### src/rtl/class_data_record_decoder_unit_defines.svh
// ----------------------------------------------------------------------------
// Class-data record decoder: assertion macros
// Concurrent check wrappers, compiled out for synthesis.
// ----------------------------------------------------------------------------
`ifndef CLASS_DATA_RECORD_DECODER_UNIT_DEFINES_SVH
`define CLASS_DATA_RECORD_DECODER_UNIT_DEFINES_SVH

`ifndef SYNTHESIS
`define CDRD_ASSERT_SAME(lbl, ante, cons) \
  lbl: assert property (@(posedge clk) disable iff (!rst_n) (ante) |-> (cons)) \
    else $error("cdrd check failed");
`define CDRD_ASSERT_NEXT(lbl, ante, cons) \
  lbl: assert property (@(posedge clk) disable iff (!rst_n) (ante) |=> (cons)) \
    else $error("cdrd check failed");
`else
`define CDRD_ASSERT_SAME(lbl, ante, cons)
`define CDRD_ASSERT_NEXT(lbl, ante, cons)
`endif

`endif

### src/rtl/cdrd_pkg.sv
// ----------------------------------------------------------------------------
// Class-data record decoder package
// Shared widths, codes and structs.
// ----------------------------------------------------------------------------
package cdrd_pkg;

  localparam int VALUE_WIDTH   = 32;
  localparam int LEB_MAX_BYTES = (VALUE_WIDTH + 6) / 7;
  localparam int LEB_SHIFT_W   = $clog2(LEB_MAX_BYTES);
  localparam int NUM_SECTIONS  = 4;
  localparam int SEC_W         = $clog2(NUM_SECTIONS);
  localparam int Q_DEPTH       = 2;
  localparam int Q_PTR_W       = (Q_DEPTH > 1) ? $clog2(Q_DEPTH) : 1;
  localparam int Q_CNT_W       = $clog2(Q_DEPTH + 1);

  typedef logic [VALUE_WIDTH-1:0] value_t;
  typedef logic [LEB_SHIFT_W-1:0] leb_shift_t;
  typedef logic [SEC_W-1:0]       sec_t;

  localparam leb_shift_t LEB_LAST = leb_shift_t'(LEB_MAX_BYTES - 1);

  typedef enum logic [2:0] {
    KIND_STATIC   = 3'd0,
    KIND_INSTANCE = 3'd1,
    KIND_DIRECT   = 3'd2,
    KIND_VIRTUAL  = 3'd3,
    KIND_EMPTY    = 3'd4
  } entry_kind_t;

  // Count phases, then one walk phase per section
  typedef enum logic [2:0] {
    PH_CNT0 = 3'd0,
    PH_CNT1 = 3'd1,
    PH_CNT2 = 3'd2,
    PH_CNT3 = 3'd3,
    PH_SEC0 = 3'd4,
    PH_SEC1 = 3'd5,
    PH_SEC2 = 3'd6,
    PH_SEC3 = 3'd7
  } phase_t;

  typedef enum logic [1:0] {
    SLOT_DELTA = 2'd0,
    SLOT_FLAGS = 2'd1,
    SLOT_CODE  = 2'd2
  } slot_t;

  typedef struct packed {
    logic   start;
    value_t value;
  } value_entry_t;

  typedef struct packed {
    logic full;
    logic empty;
  } fifo_stat_t;

  typedef struct packed {
    logic idle;
    logic load;
    logic load_done;
  } back_stat_t;

endpackage

### src/rtl/cdrd_intf.sv
// ----------------------------------------------------------------------------
// Class-data record decoder channel interfaces
// Byte input channel and decoded entry output channel.
// ----------------------------------------------------------------------------
interface cdrd_in_if;
  logic       valid;
  logic       ready;
  logic [7:0] data_byte;
  logic       record_start;

  modport source (output valid, output data_byte, output record_start, input ready);
  modport sink   (input valid, input data_byte, input record_start, output ready);
endinterface

interface cdrd_out_if;
  logic        valid;
  logic        ready;
  logic [2:0]  entry_kind;
  logic [31:0] member_index;
  logic [31:0] member_flags;
  logic [31:0] code_offset;
  logic        record_done;

  modport source (output valid, output entry_kind, output member_index,
                  output member_flags, output code_offset, output record_done,
                  input ready);
  modport sink   (input valid, input entry_kind, input member_index,
                  input member_flags, input code_offset, input record_done,
                  output ready);
endinterface

### src/rtl/cdrd_leb_front.sv
// ----------------------------------------------------------------------------
// LEB128 front end
// Accepts bytes, assembles unsigned LEB128 values and queues each one.
// ----------------------------------------------------------------------------
module cdrd_leb_front (
  input  logic                   clk,
  input  logic                   rst_n,
  cdrd_in_if.sink                in_ch,
  input  cdrd_pkg::fifo_stat_t   q_stat,
  output logic                   push,
  output cdrd_pkg::value_entry_t push_data
);

  cdrd_pkg::value_t     acc_r, acc_nxt;
  cdrd_pkg::leb_shift_t shift_r, shift_nxt;
  logic                 pend_r, pend_nxt;

  cdrd_pkg::value_t     base_acc, ins, merged;
  cdrd_pkg::leb_shift_t base_shift;
  logic                 start_flag, last_byte, accept;

  assign in_ch.ready = !q_stat.full;
  assign accept      = in_ch.valid && in_ch.ready;

  always_comb begin
    base_acc   = in_ch.record_start ? '0 : acc_r;
    base_shift = in_ch.record_start ? '0 : shift_r;
    start_flag = in_ch.record_start || pend_r;
    // bits above the value width fall off the top
    ins        = cdrd_pkg::value_t'(in_ch.data_byte[6:0]) << (7 * int'(base_shift));
    merged     = base_acc | ins;
    last_byte  = !in_ch.data_byte[7] || (base_shift == cdrd_pkg::LEB_LAST);

    acc_nxt         = acc_r;
    shift_nxt       = shift_r;
    pend_nxt        = pend_r;
    push            = 1'b0;
    push_data.start = start_flag;
    push_data.value = merged;
    if (accept) begin
      if (last_byte) begin
        push      = 1'b1;
        acc_nxt   = '0;
        shift_nxt = '0;
        pend_nxt  = 1'b0;
      end else begin
        acc_nxt   = merged;
        shift_nxt = base_shift + 1'b1;
        pend_nxt  = start_flag;
      end
    end
  end

  always_ff @(posedge clk) begin
    if (!rst_n) begin
      acc_r   <= '0;
      shift_r <= '0;
      pend_r  <= 1'b0;
    end else begin
      acc_r   <= acc_nxt;
      shift_r <= shift_nxt;
      pend_r  <= pend_nxt;
    end
  end

endmodule

### src/rtl/cdrd_value_fifo.sv
// ----------------------------------------------------------------------------
// Value queue
// Short queue of decoded values between the front and back ends.
// ----------------------------------------------------------------------------
module cdrd_value_fifo (
  input  logic                   clk,
  input  logic                   rst_n,
  input  logic                   push,
  input  cdrd_pkg::value_entry_t push_data,
  input  logic                   pop,
  output cdrd_pkg::value_entry_t head,
  output cdrd_pkg::fifo_stat_t   q_stat
);

  localparam logic [cdrd_pkg::Q_PTR_W-1:0] PTR_LAST =
    cdrd_pkg::Q_PTR_W'(cdrd_pkg::Q_DEPTH - 1);
  localparam logic [cdrd_pkg::Q_CNT_W-1:0] CNT_FULL =
    cdrd_pkg::Q_CNT_W'(cdrd_pkg::Q_DEPTH);

  cdrd_pkg::value_entry_t             mem_r [cdrd_pkg::Q_DEPTH];
  logic [cdrd_pkg::Q_PTR_W-1:0]       wr_ptr_r, wr_ptr_nxt;
  logic [cdrd_pkg::Q_PTR_W-1:0]       rd_ptr_r, rd_ptr_nxt;
  logic [cdrd_pkg::Q_CNT_W-1:0]       cnt_r, cnt_nxt;

  assign q_stat.full  = (cnt_r == CNT_FULL);
  assign q_stat.empty = (cnt_r == '0);
  assign head         = mem_r[rd_ptr_r];

  always_comb begin
    wr_ptr_nxt = wr_ptr_r;
    rd_ptr_nxt = rd_ptr_r;
    cnt_nxt    = cnt_r;
    if (push) begin
      wr_ptr_nxt = (wr_ptr_r == PTR_LAST) ? '0 : wr_ptr_r + 1'b1;
    end
    if (pop) begin
      rd_ptr_nxt = (rd_ptr_r == PTR_LAST) ? '0 : rd_ptr_r + 1'b1;
    end
    if (push && !pop) begin
      cnt_nxt = cnt_r + 1'b1;
    end else if (pop && !push) begin
      cnt_nxt = cnt_r - 1'b1;
    end
  end

  always_ff @(posedge clk) begin
    if (!rst_n) begin
      wr_ptr_r <= '0;
      rd_ptr_r <= '0;
      cnt_r    <= '0;
    end else begin
      wr_ptr_r <= wr_ptr_nxt;
      rd_ptr_r <= rd_ptr_nxt;
      cnt_r    <= cnt_nxt;
    end
  end

  always_ff @(posedge clk) begin
    if (push) begin
      mem_r[wr_ptr_r] <= push_data;
    end
  end

endmodule

### src/rtl/cdrd_walk_back.sv
// ----------------------------------------------------------------------------
// Record walker
// Consumes decoded values, tracks counts and sections, and registers one
// entry result per completed entry, or one empty-record result.
// ----------------------------------------------------------------------------
module cdrd_walk_back (
  input  logic                   clk,
  input  logic                   rst_n,
  input  cdrd_pkg::value_entry_t head,
  input  cdrd_pkg::fifo_stat_t   q_stat,
  output logic                   pop,
  cdrd_out_if.source             out_ch,
  output cdrd_pkg::back_stat_t   b_stat
);

  cdrd_pkg::phase_t phase_r, phase_nxt, phase_e;
  cdrd_pkg::slot_t  slot_r, slot_nxt, slot_e;
  logic             first_r, first_nxt, first_e;
  cdrd_pkg::value_t entries_r, entries_nxt, entries_e;
  cdrd_pkg::value_t run_r, run_nxt, run_e;
  cdrd_pkg::value_t held_r, held_nxt, held_e;
  cdrd_pkg::value_t cnt_r [cdrd_pkg::NUM_SECTIONS];

  logic                   ov_r, ov_nxt;
  cdrd_pkg::entry_kind_t  kind_r, res_kind;
  cdrd_pkg::value_t       idx_r, flags_r, code_r, res_idx, res_flags, res_code;
  logic                   done_r, res_done, res_load;

  logic                   cnt_we;
  cdrd_pkg::sec_t         cnt_wa, sec;
  cdrd_pkg::value_t       cnt_view [cdrd_pkg::NUM_SECTIONS];
  logic [cdrd_pkg::SEC_W:0] from;
  logic                   sel_found, idle_e, can_take;
  cdrd_pkg::sec_t         sel_sec;
  cdrd_pkg::value_t       sel_cnt;

  assign can_take = !ov_r || out_ch.ready;
  assign pop      = !q_stat.empty && can_take;

  // effective state: a record start resets the phase, slot and running values first
  always_comb begin
    if (head.start) begin
      phase_e   = cdrd_pkg::PH_CNT0;
      slot_e    = cdrd_pkg::SLOT_DELTA;
      first_e   = 1'b0;
      entries_e = '0;
      run_e     = '0;
      held_e    = '0;
    end else begin
      phase_e   = phase_r;
      slot_e    = slot_r;
      first_e   = first_r;
      entries_e = entries_r;
      run_e     = run_r;
      held_e    = held_r;
    end
    sec    = phase_e[cdrd_pkg::SEC_W-1:0];
    idle_e = (phase_e == cdrd_pkg::PH_SEC3) && (entries_e == '0);
  end

  // next non-empty section; the last count is bypassed while it is written
  always_comb begin
    for (int s = 0; s < cdrd_pkg::NUM_SECTIONS; s++) begin
      cnt_view[s] = cnt_r[s];
    end
    if (phase_e == cdrd_pkg::PH_CNT3) begin
      cnt_view[cdrd_pkg::NUM_SECTIONS-1] = head.value;
    end
    from = phase_e[cdrd_pkg::SEC_W] ? {1'b0, sec} + 1'b1 : '0;
    sel_found = 1'b0;
    sel_sec   = '0;
    sel_cnt   = '0;
    for (int s = cdrd_pkg::NUM_SECTIONS - 1; s >= 0; s--) begin
      if (((cdrd_pkg::SEC_W + 1)'(s) >= from) && (cnt_view[s] != '0)) begin
        sel_found = 1'b1;
        sel_sec   = cdrd_pkg::SEC_W'(s);
        sel_cnt   = cnt_view[s];
      end
    end
  end

  always_comb begin
    phase_nxt   = phase_r;
    slot_nxt    = slot_r;
    first_nxt   = first_r;
    entries_nxt = entries_r;
    run_nxt     = run_r;
    held_nxt    = held_r;
    cnt_we      = 1'b0;
    cnt_wa      = sec;
    res_load    = 1'b0;
    res_kind    = cdrd_pkg::entry_kind_t'({1'b0, sec});
    res_idx     = run_e;
    res_flags   = held_e;
    res_code    = '0;
    res_done    = 1'b0;

    if (pop && !idle_e) begin
      phase_nxt   = phase_e;
      slot_nxt    = slot_e;
      first_nxt   = first_e;
      entries_nxt = entries_e;
      run_nxt     = run_e;
      held_nxt    = held_e;
      case (phase_e)
        cdrd_pkg::PH_CNT0, cdrd_pkg::PH_CNT1, cdrd_pkg::PH_CNT2: begin
          cnt_we    = 1'b1;
          phase_nxt = cdrd_pkg::phase_t'(phase_e + 1'b1);
        end
        cdrd_pkg::PH_CNT3: begin
          cnt_we = 1'b1;
          slot_nxt = cdrd_pkg::SLOT_DELTA;
          if (sel_found) begin
            phase_nxt   = cdrd_pkg::phase_t'({1'b1, sel_sec});
            entries_nxt = sel_cnt;
            first_nxt   = 1'b1;
          end else begin
            phase_nxt   = cdrd_pkg::PH_SEC3;
            entries_nxt = '0;
            res_load    = 1'b1;
            res_kind    = cdrd_pkg::KIND_EMPTY;
            res_idx     = '0;
            res_flags   = '0;
            res_done    = 1'b1;
          end
        end
        default: begin
          case (slot_e)
            cdrd_pkg::SLOT_DELTA: begin
              run_nxt   = first_e ? head.value : run_e + head.value;
              first_nxt = 1'b0;
              slot_nxt  = cdrd_pkg::SLOT_FLAGS;
            end
            cdrd_pkg::SLOT_FLAGS: begin
              held_nxt  = head.value;
              res_flags = head.value;
              // fields end after their flags
              if (!sec[cdrd_pkg::SEC_W-1]) begin
                res_load = 1'b1;
              end else begin
                slot_nxt = cdrd_pkg::SLOT_CODE;
              end
            end
            default: begin
              res_code = head.value;
              res_load = 1'b1;
            end
          endcase
          if (res_load) begin
            slot_nxt    = cdrd_pkg::SLOT_DELTA;
            entries_nxt = entries_e - 1'b1;
            if (entries_e == cdrd_pkg::value_t'(1)) begin
              if (sel_found) begin
                phase_nxt   = cdrd_pkg::phase_t'({1'b1, sel_sec});
                entries_nxt = sel_cnt;
                first_nxt   = 1'b1;
              end else begin
                phase_nxt = cdrd_pkg::PH_SEC3;
                res_done  = 1'b1;
              end
            end
          end
        end
      endcase
    end else if (pop && head.start) begin
      // unreachable: a record start is never idle
      phase_nxt = phase_e;
    end

    ov_nxt = res_load ? 1'b1 : (out_ch.ready ? 1'b0 : ov_r);
  end

  always_ff @(posedge clk) begin
    if (!rst_n) begin
      phase_r   <= cdrd_pkg::PH_CNT0;
      slot_r    <= cdrd_pkg::SLOT_DELTA;
      first_r   <= 1'b0;
      entries_r <= '0;
      run_r     <= '0;
      held_r    <= '0;
      ov_r      <= 1'b0;
    end else begin
      phase_r   <= phase_nxt;
      slot_r    <= slot_nxt;
      first_r   <= first_nxt;
      entries_r <= entries_nxt;
      run_r     <= run_nxt;
      held_r    <= held_nxt;
      ov_r      <= ov_nxt;
    end
  end

  always_ff @(posedge clk) begin
    if (cnt_we) begin
      cnt_r[cnt_wa] <= head.value;
    end
    if (res_load) begin
      kind_r  <= res_kind;
      idx_r   <= res_idx;
      flags_r <= res_flags;
      code_r  <= res_code;
      done_r  <= res_done;
    end
  end

  assign out_ch.valid        = ov_r;
  assign out_ch.entry_kind   = kind_r;
  assign out_ch.member_index = idx_r;
  assign out_ch.member_flags = flags_r;
  assign out_ch.code_offset  = code_r;
  assign out_ch.record_done  = done_r;

  assign b_stat.idle      = (phase_r == cdrd_pkg::PH_SEC3) && (entries_r == '0);
  assign b_stat.load      = res_load;
  assign b_stat.load_done = res_done;

endmodule

### src/rtl/class_data_record_decoder_unit.sv
// ----------------------------------------------------------------------------
// Class-data record decoder
// Decodes a byte stream of class-data records into field and method entries.
// ----------------------------------------------------------------------------
// in_ch takes one record byte per item, with record_start high on the first
// byte of a record. out_ch gives one item per finished field or method
// entry (kind, absolute index, flags, code offset), or one empty-record item
// when all four section counts are zero; record_done marks the last item.
// Throughput is one byte per cycle while out_ch accepts items: the LEB128
// front end and the record walker each take one step per cycle, joined by a
// two-entry value queue. The value that ends an entry enters the queue when
// its last byte is accepted; the walker then pops it and loads the entry
// result into the output register.
// After reset decoding starts as if a record had begun. Bytes that follow a
// finished record are dropped until the next record start.
// When out_ch stalls, the output register holds its item, the walker stops
// and the queue fills; in_ch.ready drops once the queue is full, so no
// item is lost.
// ----------------------------------------------------------------------------
`include "class_data_record_decoder_unit_defines.svh"

module class_data_record_decoder_unit (
  input  logic        clk,
  input  logic        rst_n,
  cdrd_in_if.sink     in_ch,
  cdrd_out_if.source  out_ch
);

  logic                   push, pop;
  cdrd_pkg::value_entry_t push_data, head;
  cdrd_pkg::fifo_stat_t   q_stat;
  cdrd_pkg::back_stat_t   b_stat;
  logic                   out_is_empty;

  cdrd_leb_front u_front (
    .clk       (clk),
    .rst_n     (rst_n),
    .in_ch     (in_ch),
    .q_stat    (q_stat),
    .push      (push),
    .push_data (push_data)
  );

  cdrd_value_fifo u_queue (
    .clk       (clk),
    .rst_n     (rst_n),
    .push      (push),
    .push_data (push_data),
    .pop       (pop),
    .head      (head),
    .q_stat    (q_stat)
  );

  cdrd_walk_back u_back (
    .clk    (clk),
    .rst_n  (rst_n),
    .head   (head),
    .q_stat (q_stat),
    .pop    (pop),
    .out_ch (out_ch),
    .b_stat (b_stat)
  );

  assign out_is_empty = out_ch.valid && (out_ch.entry_kind == cdrd_pkg::KIND_EMPTY);

  `CDRD_ASSERT_SAME(a_no_push_when_full, push, !q_stat.full)
  `CDRD_ASSERT_NEXT(a_done_leaves_idle, b_stat.load && b_stat.load_done, b_stat.idle)
  `CDRD_ASSERT_SAME(a_empty_is_last, out_is_empty, out_ch.record_done)

endmodule
### src/flat_wrapper.sv
// flat-port wrapper written by rule: the top's interface ports become plain ports
module class_data_record_decoder_unit_flat 
  (clk, rst_n, in_ch_valid, in_ch_data_byte, in_ch_record_start, in_ch_ready, out_ch_valid, out_ch_entry_kind, out_ch_member_index, out_ch_member_flags, out_ch_code_offset, out_ch_record_done, out_ch_ready);
  cdrd_in_if in_ch_i ();
  cdrd_out_if out_ch_i ();
  input  logic clk;
  input  logic rst_n;
  input wire logic [$bits(in_ch_i.valid)-1:0] in_ch_valid;
  input wire logic [$bits(in_ch_i.data_byte)-1:0] in_ch_data_byte;
  input wire logic [$bits(in_ch_i.record_start)-1:0] in_ch_record_start;
  output wire logic [$bits(in_ch_i.ready)-1:0] in_ch_ready;
  output wire logic [$bits(out_ch_i.valid)-1:0] out_ch_valid;
  output wire logic [$bits(out_ch_i.entry_kind)-1:0] out_ch_entry_kind;
  output wire logic [$bits(out_ch_i.member_index)-1:0] out_ch_member_index;
  output wire logic [$bits(out_ch_i.member_flags)-1:0] out_ch_member_flags;
  output wire logic [$bits(out_ch_i.code_offset)-1:0] out_ch_code_offset;
  output wire logic [$bits(out_ch_i.record_done)-1:0] out_ch_record_done;
  input wire logic [$bits(out_ch_i.ready)-1:0] out_ch_ready;
  assign in_ch_i.valid = in_ch_valid;
  assign in_ch_i.data_byte = in_ch_data_byte;
  assign in_ch_i.record_start = in_ch_record_start;
  assign in_ch_ready = in_ch_i.ready;
  assign out_ch_valid = out_ch_i.valid;
  assign out_ch_entry_kind = out_ch_i.entry_kind;
  assign out_ch_member_index = out_ch_i.member_index;
  assign out_ch_member_flags = out_ch_i.member_flags;
  assign out_ch_code_offset = out_ch_i.code_offset;
  assign out_ch_record_done = out_ch_i.record_done;
  assign out_ch_i.ready = out_ch_ready;
  class_data_record_decoder_unit u_core (.clk(clk), .rst_n(rst_n), .in_ch(in_ch_i), .out_ch(out_ch_i));
endmodule
### config.mk
export PLATFORM = sky130hd
export DESIGN_NAME = class_data_record_decoder_unit_flat
export DESIGN_NICKNAME = d
export VERILOG_FILES = /design/src/rtl/cdrd_pkg.sv /design/src/rtl/cdrd_intf.sv /design/src/rtl/cdrd_leb_front.sv /design/src/rtl/cdrd_value_fifo.sv /design/src/rtl/cdrd_walk_back.sv /design/src/rtl/class_data_record_decoder_unit.sv /design/src/flat_wrapper.sv
export VERILOG_INCLUDE_DIRS = /design/src /design/src/rtl
export SDC_FILE = /design/constraint.sdc
export NUM_CORES = 1
export LEC_CHECK = 0
export ABC_AREA = 1
export BUFFER_PORTS_ARGS = -buffer_cell sky130_fd_sc_hd__buf_2
export CAP_MARGIN = 20
export CORE_MARGIN = 2
export CORE_UTILIZATION = 60
export DETAILED_ROUTE_END_ITERATION = 6
export GPL_TIMING_DRIVEN = 0
export PLACE_DENSITY = 0.78
export SLEW_MARGIN = 10
export SYNTH_ARGS = -nofsm -noshare
export SYNTH_HDL_FRONTEND = slang
export SYNTH_HIERARCHICAL = 1
export SYNTH_SLANG_ARGS = --single-unit
### constraint.sdc
create_clock -name clk -period 12.23 [get_ports clk]
set_input_delay 3.669 -clock clk [delete_from_list [all_inputs] [get_ports clk]]
set_output_delay 3.669 -clock clk [all_outputs]
set_load 0.02 [all_outputs]
==> impl_metrics.yaml <==
layout:
  area_growth_pct: 11.6
  final_common_cell: "nand2_1"
  final_cell_mix: "nand2_1 (625), nor2_1 (414), inv_1 (368)"
  stdcell_count: 3808
  fin_util_pct: 68.2
  drive_gt1_share_pct: 11.0
  nNetsFinal: 3297
global_route:
  grt_pass1_wl_um: 123000
  grt_max_degree: 70
  grtUsageMet3_pct: 7.85
  grt_util_met2_pct: 60.9
  grt_usage_pct: 39.0
  grt_pass1_vias: 21517
  gr-total-overflow: 0
  use_met1_pct: 50.4
  grt_busiest_layer: "met2"
  antenna_found_initial: 1
placed_design:
  dpl.cell_count: 3721
  portBuffers: 113
  gp_congestion: 0.982
  place_hpwl_um: 60600
worst_setup_path:
  crit_path_cell_trace: "buf_6 -> buf_12 -> mux2_4 -> buf_4 -> inv_4 -> buf_6 -> buf_6 -> clkbuf_1 -> nand2_1 -> inv_1 -> ha_1 -> buf_2 -> o21ai_1 -> o21ai_2 -> nand2_1 -> nor2_4 -> buf_2 -> nand3_2 -> buf_2 -> nand2_4 -> buf_16"
  cp.required_ns: 12.47
  worstRegToRegCells: 21
  rrSetupSlack_ns: 5.70
  crit_family: "buffers and inverters"
  reg2reg_to: "u_core/u_back/out_ch.member_index[3]$_DFFE_PP_"
  worstSetupEndpointType: "flop"
  slowest_delay_ns: 0.50
  path_buf_inv: 12
  cp-start-kind: "flop"
  worstPathArrival_ns: 6.77
  criticalPathCategory: "reg2reg"
  crit_slowest_cell: "clkbuf_1"
  path_max_fanout: 69
sta:
  slew_headroom_pct: 33.3
  worst_pin_slew_ns: 1.00
  rsz0062_at_grt: "false"
  fmax_mhz: 153
  hold_viol_final: 0
  skew_ns: 0.0486
  finalSetupTns_ns: 0
  period_needed_ns: 6.53
  slew_violations: 0
  finalCritPeriodShare_pct: 53.4
  setup_viol: 0
  timing.hold.ws_ns: 0.466
power_and_ir_drop:
  peakVddDrop_v: 0.000132
  p_per_area_nw_per_um2: 204
  power_leakage_nw: 11.2
hold_path:
  min_path_cells: 2
  min_path_type: "reg2reg"
  min_from: "u_core/u_back/run_r[26]$_SDFFE_PN0P_"
  hold_path_end: "u_core/u_back/run_r[26]$_SDFFE_PN0P_"
detailed_routing:
  vias: 23126
  drtPass1Iterations: 7
  wl_um: 83100
  vias_per_cell: 6.07
  drc_errors: 5
  drt-initial-drc-count: 3094
  drtAntennaViolNets: 0
  wl_per_cell_um: 21.8
clock_tree:
  numCtsBuffers: 46
  clk_pin_slew_ns: 0.06
  numClockSinks: 438
  postCtsSetupBuffers: 0
  cts_tree: "built"
  insertion_delay_ns: 0.62
  cts_root_buf: "clkbuf_16"
  cts_hold_buf: 0
  htreeDepth: 2
  clock_path_buffers: 3
  cts_resized: 0
synthesis:
  synth_area_per_cell_um2: 7.94
  syn-num-nets: 3133
  ys_warn_count: 6
  syn_area_um2: 24500
  syn-instance-count: 3080
floorplan:
  die_h_um: 206
  dieArea_um2: 42400
  core_um2: 40000
  die_w_um: 206
  initial_core_util_pct: 61.1
  pin_count: 115
  rows: 73
status:
  status: "finished, violations left"
  violations: "design-rule violations"
run:
  drv_cap: 0
-- sequential cells by signal, summed over array words and instances (netlist names), 2 cells and up, named ones only --
register and cells:
u_core/u_back/entries_r 32, u_core/u_back/cnt_r 128, u_core/u_back/out_ch.code_offset 32, u_core/u_back/held_r 32, u_core/u_front/acc_r 32, u_core/u_back/slot_r 2, u_core/u_back/phase_r 3, u_core/u_front/shift_r 3
u_core/u_back/out_ch.entry_kind 3, u_core/u_back/out_ch.member_index 32, u_core/u_back/run_r 32, u_core/u_queue/cnt_r 2, u_core/u_queue/mem_r 66, u_core/u_back/out_ch.member_flags 32
-- per-layer routing --
metal,routed length (um),up-vias
li1,-,10551
met1,31700,10754
met2,36800,1517
met3,9150,302
met4,5460,2
met5,12,-
-- how the worst max path moves through the flow --
stage            startpoint                                                 end  slack (ns)  cells past startpoint
2_1_floorplan  out_ch_ready   u_core/u_back/out_ch.code_offset[0]$_SDFFCE_PP0P_        3.35                      7
5_1_grt                flop  u_core/u_back/out_ch.code_offset[19]$_SDFFCE_PP0P_        5.55                     21
4_1_cts                flop      u_core/u_back/out_ch.member_index[3]$_DFFE_PP_        5.94                     21
3_5_place_dp   out_ch_ready     u_core/u_back/out_ch.member_index[29]$_DFFE_PP_        5.40                      9
6_report               flop      u_core/u_back/out_ch.member_index[3]$_DFFE_PP_        5.70                     21
3_3_place_gp   out_ch_ready     u_core/u_back/out_ch.member_index[24]$_DFFE_PP_        0.59                      8
-- power breakdown --
group | internal, mW | switching, mW
clock | 0.765 | 0.618
sequential | 1.83 | 0.0886
combinational | 0.602 | 1.65
total | 3.20 | 2.36
-- metrics by stage --
stage / power [mW] / instance area (um2) / setup slack [ns]
final: 5.55 / 27300 / 5.70
after global routing: 5.78 / 27300 / 5.55
after floorplan: 3.34 / 24500 / 3.35
after CTS: 5.47 / 27300 / 5.94
after detailed placement: 4.09 / 25800 / 5.40
after global placement: 4.04 / 25700 / 0.589
-- cell type report --
type / instances / area, um2
Antenna cell: 1 / 2.50
Buffer: 155 / 812
Clock buffer: 63 / 1230
Clock inverter: 23 / 249
Fill cell: 3196 / 12700
Inverter: 381 / 1440
Multi-Input combinational cell: 2106 / 10500
Sequential cell: 438 / 11700
Tap cell: 525 / 657
Timing Repair Buffer: 116 / 641
-- tightest hold or removal path: stages, from the launching register on --
cell and delay (ns):
dfxtp_1 0.31, nand2_1 0.06, a21oi_1 0.05
Power figures use the tool's default switching activity.
